===== config.mk =====
export PLATFORM = sky130hd
export DESIGN_NAME = fbik_front
export DESIGN_NICKNAME = d
export VERILOG_FILES = /design/src/rtl/core/fbik_pkg.sv /design/src/rtl/core/fbik_front.sv
export SDC_FILE = /design/constraint.sdc
export NUM_CORES = 2
export LEC_CHECK = 0
export BUFFER_PORTS_ARGS = -buffer_cell sky130_fd_sc_hd__buf_2
export CORE_MARGIN = 2
export CORE_UTILIZATION = 55
export DETAILED_ROUTE_END_ITERATION = 8
export PLACE_DENSITY_LB_ADDON = 0.08
export RECOVER_POWER = 25
export SKIP_CTS_REPAIR_TIMING = 1
export SLEW_MARGIN = 20
export SYNTH_ARGS = -nofsm -noshare
export SYNTH_HDL_FRONTEND = slang
export SYNTH_SLANG_ARGS = --single-unit
export TNS_END_PERCENT = 30

===== constraint.sdc =====
create_clock -name clk -period 32.1 [get_ports clk]
set_input_delay 0 -clock clk [delete_from_list [all_inputs] [get_ports clk]]
set_output_delay 0 -clock clk [all_outputs]
set_load 0.02 [all_outputs]

===== src/rtl/core/fbik_pkg.sv =====
// Shared widths, constants, tables and beat types of the five-bar kinematics pipeline.
package fbik_pkg;

  localparam int CORDIC_ITERATIONS_DEF = 16;
  localparam int ATAN_LEN = 24;

  localparam int LEN_W = 15;   // geometry registers
  localparam int POS_W = 16;   // target coordinates
  localparam int ANG_W = 14;   // output angles
  localparam int A_W   = 18;   // 2*x +/- span
  localparam int B_W   = 17;   // 2*y
  localparam int HSQ_W = 36;   // a*a + b*b
  localparam int K_W   = 34;   // 4*L1^2 - 4*L2^2
  localparam int NUM_W = 38;   // law-of-cosines numerator
  localparam int H_W   = 26;   // sqrt(hsq * 2^16)
  localparam int DEN_W = 43;   // 4*L1*h
  localparam int MAG_W = 46;   // |num| * 256
  localparam int REM_W = 44;   // divider remainder
  localparam int C_W   = 21;   // Q20 cosine and sine
  localparam int V_W   = 34;   // CORDIC vector
  localparam int Z_W   = 32;   // angle, 2^-22 degree
  localparam int ACC_W = 33;   // combined motor angle

  localparam logic signed [Z_W-1:0] HALF_TURN = 32'sd754974720;

  localparam int FIRST_MIN  = 1600;
  localparam int FIRST_MAX  = 11520;
  localparam int SECOND_MIN = 0;
  localparam int SECOND_MAX = 9920;

  localparam int REG_BASE_SPAN = 0;
  localparam int REG_UPPER_ARM = 1;
  localparam int REG_FOREARM   = 2;

  localparam logic [LEN_W-1:0] BASE_SPAN_RST = 15'd1280;
  localparam logic [LEN_W-1:0] UPPER_ARM_RST = 15'd1600;
  localparam logic [LEN_W-1:0] FOREARM_RST   = 15'd2400;

  // atan(2^-i) in 2^-22 degree
  localparam logic [27:0] ATAN_DEG [ATAN_LEN] = '{
    28'd188743680, 28'd111421900, 28'd58872272, 28'd29884485, 28'd15000234, 28'd7507429,
    28'd3754631,   28'd1877430,   28'd938729,   28'd469366,   28'd234683,   28'd117342,
    28'd58671,     28'd29335,     28'd14668,    28'd7334,     28'd3667,     28'd1833,
    28'd917,       28'd458,       28'd229,      28'd115,      28'd57,       28'd29
  };

  typedef struct packed {
    logic signed [A_W-1:0] a;
    logic signed [B_W-1:0] b;
    logic [HSQ_W-1:0]      hsq;
    logic                  flag;
  } lane_in_t;

  typedef struct packed {
    logic signed [Z_W-1:0] elbow;
    logic signed [Z_W-1:0] theta;
    logic                  a_neg;
    logic                  a_zero;
    logic                  flag;
  } lane_out_t;

endpackage


===== src/rtl/core/fbik_front.sv =====
// Front end: axis offsets, squared distances and the law-of-cosines constant.
module fbik_front (
  input  logic                          clk,
  input  logic                          rst_n,
  input  logic                          en,
  input  logic                          in_valid,
  input  logic signed [fbik_pkg::POS_W-1:0] target_x,
  input  logic signed [fbik_pkg::POS_W-1:0] target_y,
  input  logic [fbik_pkg::LEN_W-1:0]    base_span,
  input  logic [fbik_pkg::LEN_W-1:0]    upper_arm_length,
  input  logic [fbik_pkg::LEN_W-1:0]    forearm_length,
  output logic                          out_valid,
  output fbik_pkg::lane_in_t            left_o,
  output fbik_pkg::lane_in_t            right_o,
  output logic signed [fbik_pkg::K_W-1:0] k_o
);
  import fbik_pkg::*;

  logic                  v1_r, v2_r;
  logic signed [A_W-1:0] al_r, ar_r, al_nxt, ar_nxt;
  logic signed [B_W-1:0] b_r, b_nxt;
  logic                  origin_r, origin_nxt;
  logic signed [HSQ_W-1:0] sqal, sqar, sqb;
  lane_in_t              left_r, right_r, left_nxt, right_nxt;
  logic [2*LEN_W-1:0]    la2, lb2;
  logic signed [K_W-1:0] k_r, k_nxt;

  always_comb begin
    al_nxt     = {target_x[POS_W-1], target_x, 1'b0} + {3'b000, base_span};
    ar_nxt     = {target_x[POS_W-1], target_x, 1'b0} - {3'b000, base_span};
    b_nxt      = {target_y, 1'b0};
    origin_nxt = (target_x == '0) && (target_y == '0);
  end

  always_comb begin
    sqal = al_r * al_r;
    sqar = ar_r * ar_r;
    sqb  = b_r * b_r;
    left_nxt.a     = al_r;
    left_nxt.b     = b_r;
    left_nxt.hsq   = $unsigned(sqal) + $unsigned(sqb);
    left_nxt.flag  = origin_r;
    right_nxt.a    = ar_r;
    right_nxt.b    = b_r;
    right_nxt.hsq  = $unsigned(sqar) + $unsigned(sqb);
    right_nxt.flag = 1'b0;
  end

  // geometry constant follows the registers; the user must change them only while idle, no logic here enforces it
  always_comb begin
    la2   = upper_arm_length * upper_arm_length;
    lb2   = forearm_length * forearm_length;
    k_nxt = $signed({2'b00, la2, 2'b00}) - $signed({2'b00, lb2, 2'b00});
  end

  always_ff @(posedge clk) begin
    if (!rst_n) begin
      v1_r <= 1'b0;
      v2_r <= 1'b0;
    end else if (en) begin
      v1_r <= in_valid;
      v2_r <= v1_r;
    end
  end

  always_ff @(posedge clk) begin
    k_r <= k_nxt;
    if (en) begin
      al_r     <= al_nxt;
      ar_r     <= ar_nxt;
      b_r      <= b_nxt;
      origin_r <= origin_nxt;
      left_r   <= left_nxt;
      right_r  <= right_nxt;
    end
  end

  assign out_valid = v2_r;
  assign left_o    = left_r;
  assign right_o   = right_r;
  assign k_o       = k_r;

endmodule


**Word-level counts from Yosys, hierarchy flattened**

Cells that the tools add are included.

- Bits of input ports: 81
- Word-level logic and storage cells: 26
- Flip-flop bits (word level): 213

- Reductions and logical operators: 3
- Multiply operators: 5
- Add/subtract/negate cells: 5

Operators with widths:

| cell | number |
|---|---|
| adder 36 bit | 2 |
| multiplier 18 x 18 -> 36 bit | 2 |
| multiplier 15 x 15 -> 30 bit | 2 |
| subtractor 32 x 32 -> 33 bit | 1 |
| zero test 16 bit | 2 |
| multiplier 16 x 16 -> 32 bit | 1 |
| adder 17 x 16 -> 18 bit | 1 |
| subtractor 17 x 16 -> 18 bit | 1 |
| logical AND 1 bit | 1 |

**Depth between registers and ports, before layout**

- Depth after elaboration: 2
- Depth in mapped cells: 44
- Depth with buffers taken out: 42

**Least setup slack after synthesis**

OpenSTA, ideal clock, no wires.

- Path type: register -> register
- Start: register b_r[2]
- End: register right_r, in the netlist right_o[36], data pin
- Cell stages (with the launch flop): 40
- Setup slack: 21821 ps
- Buffers on the path: 2
- Data arrival time: 10019 ps
- Path through: edfxtp_1 > clkbuf_1 > clkbuf_1 > nand2_1 > fa_1 > fa_1 > fa_1 > inv_1 > fa_1 > fa_1 > inv_1 > fa_1 > inv_1 > ha_1 > a21oi_1 > o21a_1 > a2bb2oi_1 > o31ai_2 > [... 4 more ...] > xnor2_1 > fa_1 > inv_1 > fa_1 > fa_1 > inv_1 > fa_1 > ha_1 > ha_1 > a21o_1 > a21o_1 > a2111oi_0 > o22ai_1 > o21ai_0 > nand4_1 > a41o_1 > a21oi_1 > xnor2_1

RTL lines:

| what | line | source |
|---|---|---|
| start: declaration | fbik_front.sv:21 | `logic signed [B_W-1:0] b_r, b_nxt;` |
| start signal: assignment | fbik_front.sv:71 | `b_r <= b_nxt;` |
| end signal: assignment | fbik_front.sv:74 | `right_r <= right_nxt;` |
| end: declaration | fbik_front.sv:24 | `lane_in_t left_r, right_r, left_nxt, right_nxt;` |

==> run metrics <==
core area=95200 um2; CTS buffer count=30; HP Class=in2reg; Nets=7322; Period minus WS final=11.60 ns; RSZ-0062 raised after global routing=false; crit path DAT=11.96 ns; Ports=260; distinct cell type count after synthesis=70; final hold viol count=8; sequential area share after synthesis=11.0%; asr flop ratio synth=0%; grt peak-use layer=met2; largest net degree at the start of global routing=107; fin crit share=36.1%; Detailed Route Iter0 Violations=1429; outcome=finished, violations left; Setup crit start kind=flip-flop; Routed WL=120 mm; clk buf depth=3; FF+latch count, synth=205; GR Overflow Total=0; Yosys warning count=0; CTS tree=yes; DRC=0; clock sinks=205; Final Skew=0.0473 ns; H-tree depth=1; post-synthesis to final-layout area growth=7.04%; Worst Setup EP=right_o[36]; fillers=8396; PnR worst setup slack=20.50 ns; M1 GR Usage=a little under a third; WP data required=32.45 ns; max_slew headroom=-322%; TritonRoute pass-1 iters=7; clk root buf=clkbuf_16; share of layout cells above drive strength 1=6.13%; Die Span Y=314 um; Crit. End Element=flip-flop; number of global-route vias before repair=a little under 40000; vias per cell=5.12; cell count after synthesis=5313; M3 GR Usage=around 4%; CP max stage cell=edfxtp_1; area of the die=between 90000 and 100000 um2; capturing point of the worst reg2reg path=right_o[36]; reg2reg setup slack=between 20 and 25 ns; Syn Std Cell Area=between 50000 and 60000 um2; Fmax=86.2 MHz; vias after detailed routing=34875; Worst path most repeated cell=fa_1; Setup crit start=b_r[7]; Clock transition at path regs=0.06 ns; number of port buffers=252; hold slack final=-0.0575 ns; dpl ws=a little over 20 ns; first-pass GRT wire length=between 150 and 200 mm; RePlAce Congestion=0.898; worst-skew pair later-pin latency=roughly 0.65 ns; Die W=314 um; Rows=113; met2 Use GR=a little under half; post-DP HPWL=102 mm; fin. max-slew vios=107; worst r2r path cells=38; R2R Path Start=b_r[7]; Main synth FF type=edfxtp_1; Crit Path Class=reg2reg; count of final setup violators=0; max-cap check violation count=1; Initial Utilization=55.5%; post-synthesis area per instance=9.94 um2; highest net fanout along the worst path=19; worst-margin pin slew=6.32 ns; Total GRT Usage=25.9%; failing checks=negative hold slack, max-capacitance violations, max-slew violations; wire length per cell=17.6 um; post-route ant nets=0; setup TNS=0 ns; Post-synth EDFFs=172; initial antenna violation count=13; Max stage delay on crit path=0.87 ns
-- per-stage QoR --
step	area (um2)	util (%)	instances	hold WS, ns
3_5_place_dp	55300	58.1	6724	0.195
6_report	56500	59.4	6814	-0.0575
3_3_place_gp	55300	58.1	6724	0.195
5_1_grt	56500	59.4	6813	0.00816
4_1_cts	56300	59.1	6780	-0.504
2_1_floorplan	52800	-	5319	0.0989
-- cell usage after synthesis (4+ instances only) --
cell type  number  area (um2)
nand3b_1        4        30.0
nand2b_1       44         275
a211o_1         6        52.6
dfxtp_1        33         661
edfxtp_1      172        5160
nand2_1       399        1500
or2_2          13        81.3
buf_4          27         203
a31oi_1        14        87.6
o211ai_1       11        82.6
a2111oi_0       7        61.3
and2_1        269        1680
o21ai_0        63         315
o311ai_0        4        35.0
o21bai_1       30         225
or3_1          13        81.3
a211oi_1       17         128
nor2_1        164         616
o31ai_1        14         105
mux2_2          5        56.3
a41o_1          4        40.0
and3_1         19         119
inv_1        1466        5500
nor3_1         33         165
fa_1         1174       23500
clkbuf_1      111         417
o31a_1          4        35.0
o21a_1         32         240
nor4_1         13        81.3
nand4_1        12        75.1
o21ai_1         4        20.0
nand3_1        32         160
a21o_1         78         586
a21boi_0        4        30.0
ha_1          546        6830
xor2_1         66         578
nor2b_1        31         194
a21oi_1       149         746
a41oi_1         5        43.8
xnor2_1       173        1520
-- worst min path at each step --
stage,to,from,depth (start not counted),slack [ns]
final,al_r[7],base_span[6],4,-0.06
after global routing,al_r[4],target_x[2],4,0.008
after CTS,b_r[1],target_y[0],1,-0.50
after detailed placement,b_r[1],target_y[0],1,0.19
after global placement,b_r[1],target_y[0],1,0.20
after floorplan,al_r[0],base_span[0],0,0.1
-- placed cells by master (no fill, tap or decap), drive strengths merged, types with 11 or more instances in the layout --
cell type | Yosys | layout
a21o | 78 | 78
o31ai | 15 | 15
a31oi | 14 | 14
fa | 1174 | 1174
nor3 | 33 | 33
nor4 | 13 | 13
dfxtp | 33 | 33
xor2 | 66 | 66
or3 | 14 | 14
and3 | 19 | 19
nand2b | 44 | 44
nand4 | 12 | 12
a21oi | 149 | 149
ha | 546 | 546
o211ai | 11 | 11
o21a | 32 | 32
nand3 | 32 | 32
clkbuf | 111 | 61
edfxtp | 172 | 172
xnor2 | 173 | 173
and2 | 269 | 269
o21ai | 68 | 68
nor2b | 31 | 31
dlygate4sd3 | 0 | 30
nor2 | 164 | 164
o21bai | 30 | 30
nand2 | 399 | 399
or2 | 13 | 13
buf | 30 | 256
a211oi | 18 | 18
inv | 1466 | 1474
-- routing by layer --
metal	wire length, um	up-vias	share of wire [%]
met5	111	-	0.093
met4	5220	20	4.4
met3	5360	173	4.5
met2	62300	585	52
met1	46900	17714	39
li1	-	16383	-
-- layout make-up --
cell class                 instances  area (um2)  share of cell area (%)
sequential                       205        5830                    10.3
timing repair buffer             311        1730                    3.06
antenna                            4        10.0                  0.0177
inverter                        1466        5500                    9.73
clock buffer                      36         815                    1.44
clock inverter                    20         189                   0.334
multi-input combinational       3507       40900                    72.3
tap                             1265        1580                    2.80
-- registers in the layout, indices dropped and copies added, names as in the netlist --
register	cells
right_o	67
left_o	53
k_o	31
al_r	18
ar_r	17
b_r	16
origin_r	1
out_valid	1
v1_r	1
-- worst max-delay path, delay by kind of cell (launching register included) --
kind,cells,cell delay [ns]
AO/OA/AOI/OAI,12,2.82
flip-flops,1,0.87
XOR/XNOR,2,0.58
AND/OR/NAND/NOR,4,0.70
adder cells (fa/ha/maj),13,5.87
buffers and inverters,7,0.43
-- cells by family (layout without fill, tap and decap cells) --
kind of cell / after synthesis / in the layout / share of synthesized area (%)
adders and majority gates: 1720 / 1720 / 57.4
buffers and inverters: 1607 / 1833 / 11.6
and+or+nand+nor: 1054 / 1054 / 9.71
AOI/OAI and AO/OA: 480 / 480 / 6.09
xor gates and xnor gates: 239 / 239 / 3.96
DFF: 205 / 205 / 11.0
muxes: 7 / 7 / 0.145
other: 1 / 11 / 0.00710
Power is left out: the tool's default activity adds up to more than one toggle a clock period on the data nets, which glitch-free logic cannot reach.
