--- src/rtl/core/fbik_pkg.sv ---
// Shared widths, constants, tables and beat types of the five-bar kinematics pipeline.
package fbik_pkg;

  localparam int CORDIC_ITERATIONS_DEF = 16;
  localparam int ATAN_LEN = 24;

  localparam int LEN_W = 15;   // geometry registers
  localparam int POS_W = 16;   // target coordinates
  localparam int ANG_W = 14;   // output angles
  localparam int A_W   = 18;   // 2*x +/- span
  localparam int B_W   = 17;   // 2*y
  localparam int HSQ_W = 36;   // a*a + b*b
  localparam int K_W   = 34;   // 4*L1^2 - 4*L2^2
  localparam int NUM_W = 38;   // law-of-cosines numerator
  localparam int H_W   = 26;   // sqrt(hsq * 2^16)
  localparam int DEN_W = 43;   // 4*L1*h
  localparam int MAG_W = 46;   // |num| * 256
  localparam int REM_W = 44;   // divider remainder
  localparam int C_W   = 21;   // Q20 cosine and sine
  localparam int V_W   = 34;   // CORDIC vector
  localparam int Z_W   = 32;   // angle, 2^-22 degree
  localparam int ACC_W = 33;   // combined motor angle

  localparam logic signed [Z_W-1:0] HALF_TURN = 32'sd754974720;

  localparam int FIRST_MIN  = 1600;
  localparam int FIRST_MAX  = 11520;
  localparam int SECOND_MIN = 0;
  localparam int SECOND_MAX = 9920;

  localparam int REG_BASE_SPAN = 0;
  localparam int REG_UPPER_ARM = 1;
  localparam int REG_FOREARM   = 2;

  localparam logic [LEN_W-1:0] BASE_SPAN_RST = 15'd1280;
  localparam logic [LEN_W-1:0] UPPER_ARM_RST = 15'd1600;
  localparam logic [LEN_W-1:0] FOREARM_RST   = 15'd2400;

  // atan(2^-i) in 2^-22 degree
  localparam logic [27:0] ATAN_DEG [ATAN_LEN] = '{
    28'd188743680, 28'd111421900, 28'd58872272, 28'd29884485, 28'd15000234, 28'd7507429,
    28'd3754631,   28'd1877430,   28'd938729,   28'd469366,   28'd234683,   28'd117342,
    28'd58671,     28'd29335,     28'd14668,    28'd7334,     28'd3667,     28'd1833,
    28'd917,       28'd458,       28'd229,      28'd115,      28'd57,       28'd29
  };

  typedef struct packed {
    logic signed [A_W-1:0] a;
    logic signed [B_W-1:0] b;
    logic [HSQ_W-1:0]      hsq;
    logic                  flag;
  } lane_in_t;

  typedef struct packed {
    logic signed [Z_W-1:0] elbow;
    logic signed [Z_W-1:0] theta;
    logic                  a_neg;
    logic                  a_zero;
    logic                  flag;
  } lane_out_t;

endpackage

--- src/rtl/core/fbik_back.sv ---
// Back end: combine both axes into motor angles, round to 1/64 degree and clamp.
module fbik_back (
  input  logic                        clk,
  input  logic                        rst_n,
  input  logic                        en,
  input  logic                        left_valid,
  input  logic                        right_valid,
  input  fbik_pkg::lane_out_t         left_d,
  input  fbik_pkg::lane_out_t         right_d,
  output logic                        out_valid,
  output logic [fbik_pkg::ANG_W-1:0]  first_motor_angle,
  output logic [fbik_pkg::ANG_W-1:0]  second_motor_angle,
  output logic                        out_of_reach
);
  import fbik_pkg::*;

  localparam int RND_W = ACC_W + 1;

  function automatic logic [ANG_W-1:0] to_output(logic signed [ACC_W-1:0] v, int lo, int hi);
    logic signed [RND_W-1:0] r;
    logic [ANG_W-1:0]        res;
    r = (RND_W'(v) + RND_W'(32768)) >>> 16;
    if (r > RND_W'(hi))      res = ANG_W'(hi);
    else if (r < RND_W'(lo)) res = ANG_W'(lo);
    else                     res = r[ANG_W-1:0];
    return res;
  endfunction

  logic                    v1_r, v2_r;
  logic signed [ACC_W-1:0] first_r, second_r;
  logic                    flag1_r;
  logic signed [Z_W-1:0]   dl, dr;
  logic [ANG_W-1:0]        fa_r, sa_r;
  logic                    flag2_r;

  always_comb begin
    dl = (left_d.a_neg || left_d.a_zero) ? HALF_TURN - left_d.theta : left_d.theta;
    dr = right_d.a_neg ? right_d.theta : HALF_TURN - right_d.theta;
  end

  always_ff @(posedge clk) begin
    if (en) begin
      first_r  <= ACC_W'(left_d.elbow) + ACC_W'(dl);
      second_r <= ACC_W'(HALF_TURN) - ACC_W'(dr) - ACC_W'(right_d.elbow);
      flag1_r  <= left_d.flag | right_d.flag;
      fa_r     <= to_output(first_r, FIRST_MIN, FIRST_MAX);
      sa_r     <= to_output(second_r, SECOND_MIN, SECOND_MAX);
      flag2_r  <= flag1_r;
    end
  end

  always_ff @(posedge clk) begin
    if (!rst_n) begin
      v1_r <= 1'b0;
      v2_r <= 1'b0;
    end else if (en) begin
      v1_r <= left_valid & right_valid;
      v2_r <= v1_r;
    end
  end

  assign out_valid          = v2_r;
  assign first_motor_angle  = fa_r;
  assign second_motor_angle = sa_r;
  assign out_of_reach       = flag2_r;

endmodule

--- config.mk ---
export PLATFORM = sky130hd
export DESIGN_NAME = fbik_back
export DESIGN_NICKNAME = d
export VERILOG_FILES = /design/src/rtl/core/fbik_pkg.sv /design/src/rtl/core/fbik_back.sv
export SDC_FILE = /design/constraint.sdc
export NUM_CORES = 1
export LEC_CHECK = 0
export BUFFER_PORTS_ARGS = -buffer_cell sky130_fd_sc_hd__buf_2
export CORE_ASPECT_RATIO = 1.5
export CORE_MARGIN = 1.5
export CORE_UTILIZATION = 40
export CTS_BUF_LIST = sky130_fd_sc_hd__clkbuf_4 sky130_fd_sc_hd__clkbuf_8
export DETAILED_ROUTE_END_ITERATION = 8
export PLACE_DENSITY_LB_ADDON = 0.08
export SYNTH_ARGS = -nofsm -noshare
export SYNTH_HDL_FRONTEND = slang
export SYNTH_SLANG_ARGS = --single-unit
--- constraint.sdc ---
create_clock -name clk -period 7.05 [get_ports clk]
set_clock_uncertainty 0.05 [all_clocks]
set_input_delay 1.0575 -clock clk [delete_from_list [all_inputs] [get_ports clk]]
set_output_delay 1.0575 -clock clk [all_outputs]
set_load 0.005 [all_outputs]
Word-level counts from Yosys, hierarchy flattened
Index checks and enable logic that the tools add are counted.
Operators by class
  add/subtract/negate cells: 7
  magnitude comparators: 4
  multiplexer cells: 4
  bitwise gates (word level): 2
  reductions and logical operators: 3
Operators with widths (count)
  33-bit by 17-bit adder with 34-bit output (second input constant): 2
  32-bit 2-to-1 mux: 2
  31-bit by 32-bit subtractor with 32-bit output (first input constant): 2
  18-bit by 15-bit > comparator with 1-bit output (second input constant): 2
  32-bit by 32-bit adder with 33-bit output: 1
  31-bit by 32-bit subtractor with 33-bit output (first input constant): 1
  33-bit by 32-bit subtractor with 33-bit output: 1
  14-bit 2-to-1 mux: 2
  18-bit by 1-bit less-than comparator with 1-bit output (second input constant): 1
  18-bit by 12-bit less-than comparator with 1-bit output (second input constant): 1
  2-bit OR reduction: 2
  1-bit AND: 1
  1-bit logical OR: 1
  1-bit bitwise OR: 1
Word-level totals
  register bits: 98
  input port bits: 139
  output and inout port bits: 30
  word-level logic and storage cells: 30

Depth between registers and ports, before layout
Gate-level depths: netlist of run 1.
  depth in word-level cells: 4
  mapped depth: 18
  gate-level depth less buffers: 18

Least setup slack after synthesis of run 1
No wires, ideal clock.
  path kind: in2reg
  start: in right_d[8] (netlist name)
  end: reg second_r[27], data pin
  library setup time: 258 ps
  data arrival time: 4529 ps
  data required time: 6742 ps
  path slack: 2214 ps
  stages on the path: 16
  path buffers: 0
  cells stage by stage: or4_4 -> nor3_4 -> nand2b_4 -> o31ai_1 -> xor2_1 -> ha_1 -> ha_1 -> a211oi_1 -> o21ai_0 -> a221oi_1 -> or2_2 -> a31oi_1 -> a41oi_1 -> o21bai_1 -> a21oi_1 -> xnor2_1
Between the ends
  word-level cells in the longest chain between the ends: 4
Ends and longest elaborated chain
  start: declaration: RTL line fbik_back.sv:9  | input fbik_pkg::lane_out_t right_d,
  31-bit by 32-bit subtractor with 32-bit output: RTL line fbik_back.sv:38  | dr = right_d.a_neg ? right_d.theta : HALF_TURN - right_d.theta;
  32-bit 2-to-1 mux *: RTL line fbik_back.sv:38
  31-bit by 32-bit subtractor with 33-bit output *: RTL line fbik_back.sv:44  | second_r <= ACC_W'(HALF_TURN) - ACC_W'(dr) - ACC_W'(right_d.elbow);
  33-bit by 32-bit subtractor with 33-bit output *: RTL line fbik_back.sv:44
  end signal: assignment: RTL line fbik_back.sv:44
  end: declaration: RTL line fbik_back.sv:30  | logic signed [ACC_W-1:0] first_r, second_r;
Every way passes the cells marked *; elsewhere a longest branch is shown, timed or not.
A chain may end at the register's enable or synchronous reset.

Worst setup path in the final report of run 1
Same ends and word-level chain as after synthesis.

==> results.py, run 1 <==
metrics = {
    "routing": {
        "ant_nets": 0,
        "drt_iter0_drc": 189,
        "num_vias": 6423,
        "drc": 0,
        "via_per_inst": 5.180,
        "firstDrtPassIters": 7,
        "wl_per_cell_um": 13.41,
        "wirelength_um": 16620,
    },
    "worst_setup_path": {
        "critPathMaxFanout": 5,
        "crit_arrival_ns": 5.11,
        "start_kind": "input port",
        "critical_path_class": "in2reg",
        "endpoint_kind": "flip-flop",
        "critPathRequiredTime_ns": 7.09,
    },
    "clocking": {
        "cts_setup_buffers": 0,
        "cts_hold_buf": 0,
        "clk_path_buf_depth": 2,
        "insertion_delay_ns": 0.34,
        "cts_tree": "done",
        "cts_resized": 0,
        "cts.sinks": 68,
        "numCtsBuffers": 9,
        "htree_levels": 3,
        "cts.reportedPaths.clkPinSlew_ns": 0.07,
        "cts-root-buf": "clkbuf_8",
    },
    "synthesis": {
        "ys_warn_count": 0,
        "synth-seq-area-share_pct": 27.29,
        "synth_fp_nets": 1090,
        "synthFlopType": "edfxtp_1",
        "syn_inst": 855,
        "ys_seq_elements": 68,
        "postSynthAreaPerCell_um2": 8.665,
        "synth_area_um2": 7408,
        "synthDistinctLibCells": 73,
        "async_reset_ff_share_pct": 0,
        "synth-edff-count": 66,
    },
    "placed_design": {
        "gp_congestion": 0.8316,
        "place_hpwl_um": 14120,
        "dp_slack_ns": 1.561,
        "port_buffers": 167,
    },
    "sta": {
        "fin_crit_sh_pct": 71.86,
        "rsz0062_at_grt": "false",
        "period_needed_ns": 5.066,
        "relSlewSlack_pct": 44.12,
        "drv_slew": 0,
        "max_slew.worst_pin.slew_ns": 0.8383,
        "hold_violations": 0,
        "setup_tns_ns": 0,
        "setup_viol": 0,
        "fin_ws_ns": 1.984,
        "fmax_mhz": 197.4,
    },
    "global_route": {
        "grt_pass1_wl_um": 27410,
        "grt_max_degree": 70,
        "grt-ovfl-total": 0,
        "grt_pass1_vias": 5953,
        "antenna_found_initial": 1,
        "grt_use_total_pct": 17.44,
    },
    "run": {
        "drv_cap": 0,
    },
    "cells_and_area": {
        "layout-drive-gt1-share_pct": 21.02,
        "final_common_cell": "buf_2",
        "area_growth_pct": 16.69,
        "antenna_cells": 0,
        "fin_nets": 1253,
        "final_cell_mix": "167 x buf_2, 97 x nor2_1, 96 x ha_1, 77 x xnor2_1, 66 x edfxtp_1",
        "nFillCells": 1853,
    },
    "die": {
        "die_w_um": 114.1,
        "initial_core_util_pct": 41.12,
        "core_area_um2": 18020,
        "rows": 60,
        "design.die.area_um2": 19360,
        "ios": 169,
        "die_y_um": 169.7,
    },
    "power": {
        "power-per-cell-area_nw_per_um2": 182.8,
        "ir_drop_mv": 0.07569,
        "power_leakage_nw": 3.825,
    },
    "worst_hold_path": {
        "hp-class": "reg2reg",
    },
    "run_status": {
        "status": "complete, no violations",
    },
}
where the power goes:
group | internal, mW | total, mW | leakage [nW] | switching, mW
Sequential | 0.548 | 0.617 | 0.677 | 0.0696
Clock | 0.158 | 0.288 | 0.101 | 0.130
Combinational | 0.314 | 0.675 | 3.05 | 0.361
registers in the layout, indices dropped and copies added (netlist names):
| name | cells |
|---|---|
| first_r | 18 |
| flag1_r | 1 |
| second_motor_angle | 14 |
| first_motor_angle | 14 |
| out_of_reach | 1 |
| second_r | 18 |
| out_valid | 1 |
| v1_r | 1 |
kinds of logic (layout without fill, tap and decap cells):
kind of cell               count (synthesis)  after routing  share of synthesized area (%)
AOI/OAI and AO/OA                        200            200                          17.97
xor gates and xnor gates                 116            116                          13.71
adders and majority gates                 96             96                          16.21
buffers and inverters                     77            245                          3.986
DFF                                       68             68                          27.29
muxes                                      4              4                         0.5742
and+or+nand+nor                          294            294                          20.25
cell type report:
type	count	area [um^2]	area share (%)
clock buffers	14	173.9	2.012
flip-flops and latches	68	2022	23.39
repair buffers	169	850.8	9.842
inverters	60	225.2	2.605
multi-input cells	710	5091	58.89
clock inverters	2	10.01	0.1158
well taps	217	271.5	3.141
critical path, cell delays in order:
cell and delay (ns):
buf_2 0.12, or4_4 0.57, nor3_4 0.19, nand2b_4 0.11, o31ai_1 0.28, xor2_1 0.21, ha_1 0.27, ha_1 0.35
a211oi_1 0.27, o21ai_0 0.13, a221oi_1 0.46, or2_2 0.21, a31oi_1 0.16, a41oi_1 0.34, o21bai_1 0.13, a21oi_1 0.18
xnor2_1 0.08
worst paths after layout:
path	endpoint	cells after the start	start	slack, ns
max	second_r[27]	17	right_d[8]	1.98
min	out_of_reach	0	flag1_r	0.37
max reg2reg	first_motor_angle[8]	10	first_r[16]	3.99
min reg2reg	out_of_reach	0	flag1_r	0.37
routing by layer:
layer	up-vias	wire (um)	track usage [%]
met5	-	0	0
met4	0	264	5.217
met3	14	843	3.500
met2	138	8338	31.59
met1	2833	7177	20.58
li1	3438	-	-
synth_stat cells, types with 12 or more instances:
| library cell | n | area [um^2] |
|---|---|---|
| nor2_1 | 97 | 364.1 |
| ha_1 | 96 | 1201 |
| xnor2_1 | 77 | 674.4 |
| edfxtp_1 | 66 | 1982 |
| a21oi_1 | 60 | 300.3 |
| inv_1 | 60 | 225.2 |
| nand2_1 | 57 | 214.0 |
| xor2_1 | 39 | 341.6 |
| o21ai_0 | 34 | 170.2 |
| nand3_1 | 25 | 125.1 |
| nor3_1 | 24 | 120.1 |
| a21o_1 | 16 | 120.1 |
| nand4_1 | 15 | 93.84 |
| and3_1 | 13 | 81.33 |
| clkbuf_1 | 12 | 45.04 |
metrics by stage:
stage                     hold WS (ns)  utilization (%)  power [mW]  std cells  cell area [um^2]
after floorplan                 0.3503                -       1.110        855              7408
after global placement          0.3548            46.96       1.299       1224              8461
after detailed placement        0.3650            46.96       1.304       1224              8461
after CTS                       0.3787            47.98       1.597       1240              8645
after global routing            0.3983            47.98       1.715       1240              8645
final                           0.3717            47.98       1.580       1240              8645
No activity file was read; power rests on OpenSTA's default activity.
==> inputs of run 2 (changes only) <==
- clock period: 7.05 -> 5 ns (I/O delays scaled with it)
==> run 2 against run 1 <==
- total power up 46%
- final cell count up 0.97%
- hold slack better by 0.0089 ns
- critical path depth up 2
- highest routed layer unchanged
==> results.py, run 2 (synthesis gave the netlist of run 1 again) <==
metrics = {
    "run_status": {
        "status": "complete, no violations",
    },
    "run": {
        "drv_cap": 0,
    },
    "clocking": {
        "cts_tree": "done",
        "cts.reportedPaths.clkPinSlew_ns": 0.07,
        "cts_hold_buf": 0,
        "clk_path_buf_depth": 2,
        "cts-root-buf": "clkbuf_8",
        "htree_levels": 3,
        "cts.sinks": 68,
        "cts_setup_buffers": 0,
        "cts_resized": 0,
        "insertion_delay_ns": 0.34,
        "numCtsBuffers": 9,
    },
    "placed_design": {
        "port_buffers": 167,
        "gp_congestion": 0.8319,
        "place_area_um2": 8551,
        "place_hpwl_um": 14460,
    },
    "worst_setup_path": {
        "critPathRequiredTime_ns": 5.04,
        "critPathMaxStageDelay_ns": 0.57,
        "cp_slowest_cell": "or4_4",
        "crit_family": "simple AND/OR/NAND/NOR gates",
        "crit_arrival_ns": 4.60,
        "critPathBufInv": 2,
        "critPathMaxFanout": 4,
        "cpMostUsedCell": "a21oi_1",
        "start_kind": "input port",
        "endpoint_kind": "flip-flop",
        "path_cells": "buf_2, or4_4, nor3_4, nand2b_4, nor2_1, a21oi_1, xnor2_1, ha_1, ha_1, o21ai_0, a21oi_1, a221oi_1, buf_4, or2_2, a31oi_1, a41oi_1, o21bai_1, a21oi_1, xnor2_1",
        "critical_path_class": "in2reg",
    },
    "routing": {
        "via_per_inst": 5.139,
        "wl_per_cell_um": 13.35,
        "num_vias": 6434,
        "firstDrtPassIters": 4,
        "drt_iter0_drc": 191,
        "ant_nets": 0,
        "wirelength_um": 16710,
        "drc": 0,
    },
    "global_route": {
        "grt_use_total_pct": 17.33,
        "grt_max_degree": 38,
        "grt-ovfl-total": 0,
        "grt_pass1_vias": 6145,
        "antenna_found_initial": 1,
        "grt_pass1_wl_um": 27420,
    },
    "worst_hold_path": {
        "hp-class": "reg2reg",
    },
    "cells_and_area": {
        "area_growth_pct": 18.26,
        "final_common_cell": "buf_2",
        "final_area_um2": 8761,
        "reg_top3": "first_r (18), second_r (18)",
        "fin_nets": 1265,
        "antenna_cells": 0,
        "layout-drive-gt1-share_pct": 21.84,
        "final_cell_mix": "167 x buf_2, 97 x nor2_1, 96 x ha_1, 77 x xnor2_1, 66 x edfxtp_1",
    },
    "power": {
        "ir_drop_mv": 0.1678,
        "power-per-cell-area_nw_per_um2": 262.7,
        "power_leakage_nw": 3.893,
    },
    "sta": {
        "max_slew.worst_pin.slew_ns": 0.7289,
        "fin_crit_sh_pct": 91.29,
        "fmax_mhz": 219.1,
        "rsz0062_at_grt": "false",
        "holdWs_ns": 0.3807,
        "hold_violations": 0,
        "setup_tns_ns": 0,
        "drv_slew": 0,
        "relSlewSlack_pct": 51.41,
        "setup_viol": 0,
        "period_needed_ns": 4.565,
    },
    "die": {
        "die_w_um": 114.1,
        "die_y_um": 169.7,
        "initial_core_util_pct": 41.12,
        "ios": 169,
        "rows": 60,
        "core_area_um2": 18020,
        "design.die.area_um2": 19360,
    },
}
-- run 2: cell count changes in the layout (fill, tap and decap cells not counted) --
| cell | delta |
|---|---|
| clkbuf_8 | -2 |
| bufinv_16 | +2 |
| buf_4 | +12 |
| clkinv_2 | +1 |
| clkinv_1 | +1 |
| clkbuf_4 | -2 |
-- run 2: stage by stage --
stage / instances / utilization [%] / setup slack [ns] / total power, mW
CTS: 1252 / 48.63 / 0.4187 / 2.330
detailed placement: 1236 / 47.46 / 0.05971 / 1.853
global route: 1252 / 48.63 / 0.09676 / 2.493
global placement: 1236 / 47.46 / 0.06656 / 1.845
finish: 1252 / 48.63 / 0.4353 / 2.301
floorplan: 855 / - / 0.4713 / 1.565
-- run 2: per-layer routing --
| layer | track usage [%] | vias up | wire length, um |
|---|---|---|---|
| met5 | 0 | - | 0 |
| met4 | 5.000 | 0 | 245 |
| met3 | 3.250 | 10 | 763 |
| met2 | 31.85 | 129 | 8406 |
| met1 | 20.27 | 2829 | 7298 |
| li1 | - | 3466 | - |
-- run 2: final timing paths --
path,cells past startpoint,start,endpoint,slack [ns]
worst max-delay path,19,right_d[8],second_r[27],0.44
worst min-delay path,0,flag1_r,out_of_reach,0.38
worst max register to register,10,first_r[16],first_motor_angle[8],2.02
worst min register to register,0,flag1_r,out_of_reach,0.38
-- run 2: final cells by class --
type / instances / area (um^2)
clock buffer: 10 / 131.4
clock inverter: 6 / 78.83
fill: 1822 / 9256
inverter: 60 / 225.2
multi-input combinational: 710 / 5091
sequential: 68 / 2022
tap: 217 / 271.5
timing repair buffer: 181 / 940.9
-- run 2: report_power, final --
group | total [mW] | leakage [nW] | internal (mW) | switching, mW
registers | 0.870 | 0.677 | 0.772 | 0.0985
logic | 0.964 | 3.11 | 0.454 | 0.510
clock network | 0.467 | 0.111 | 0.282 | 0.186
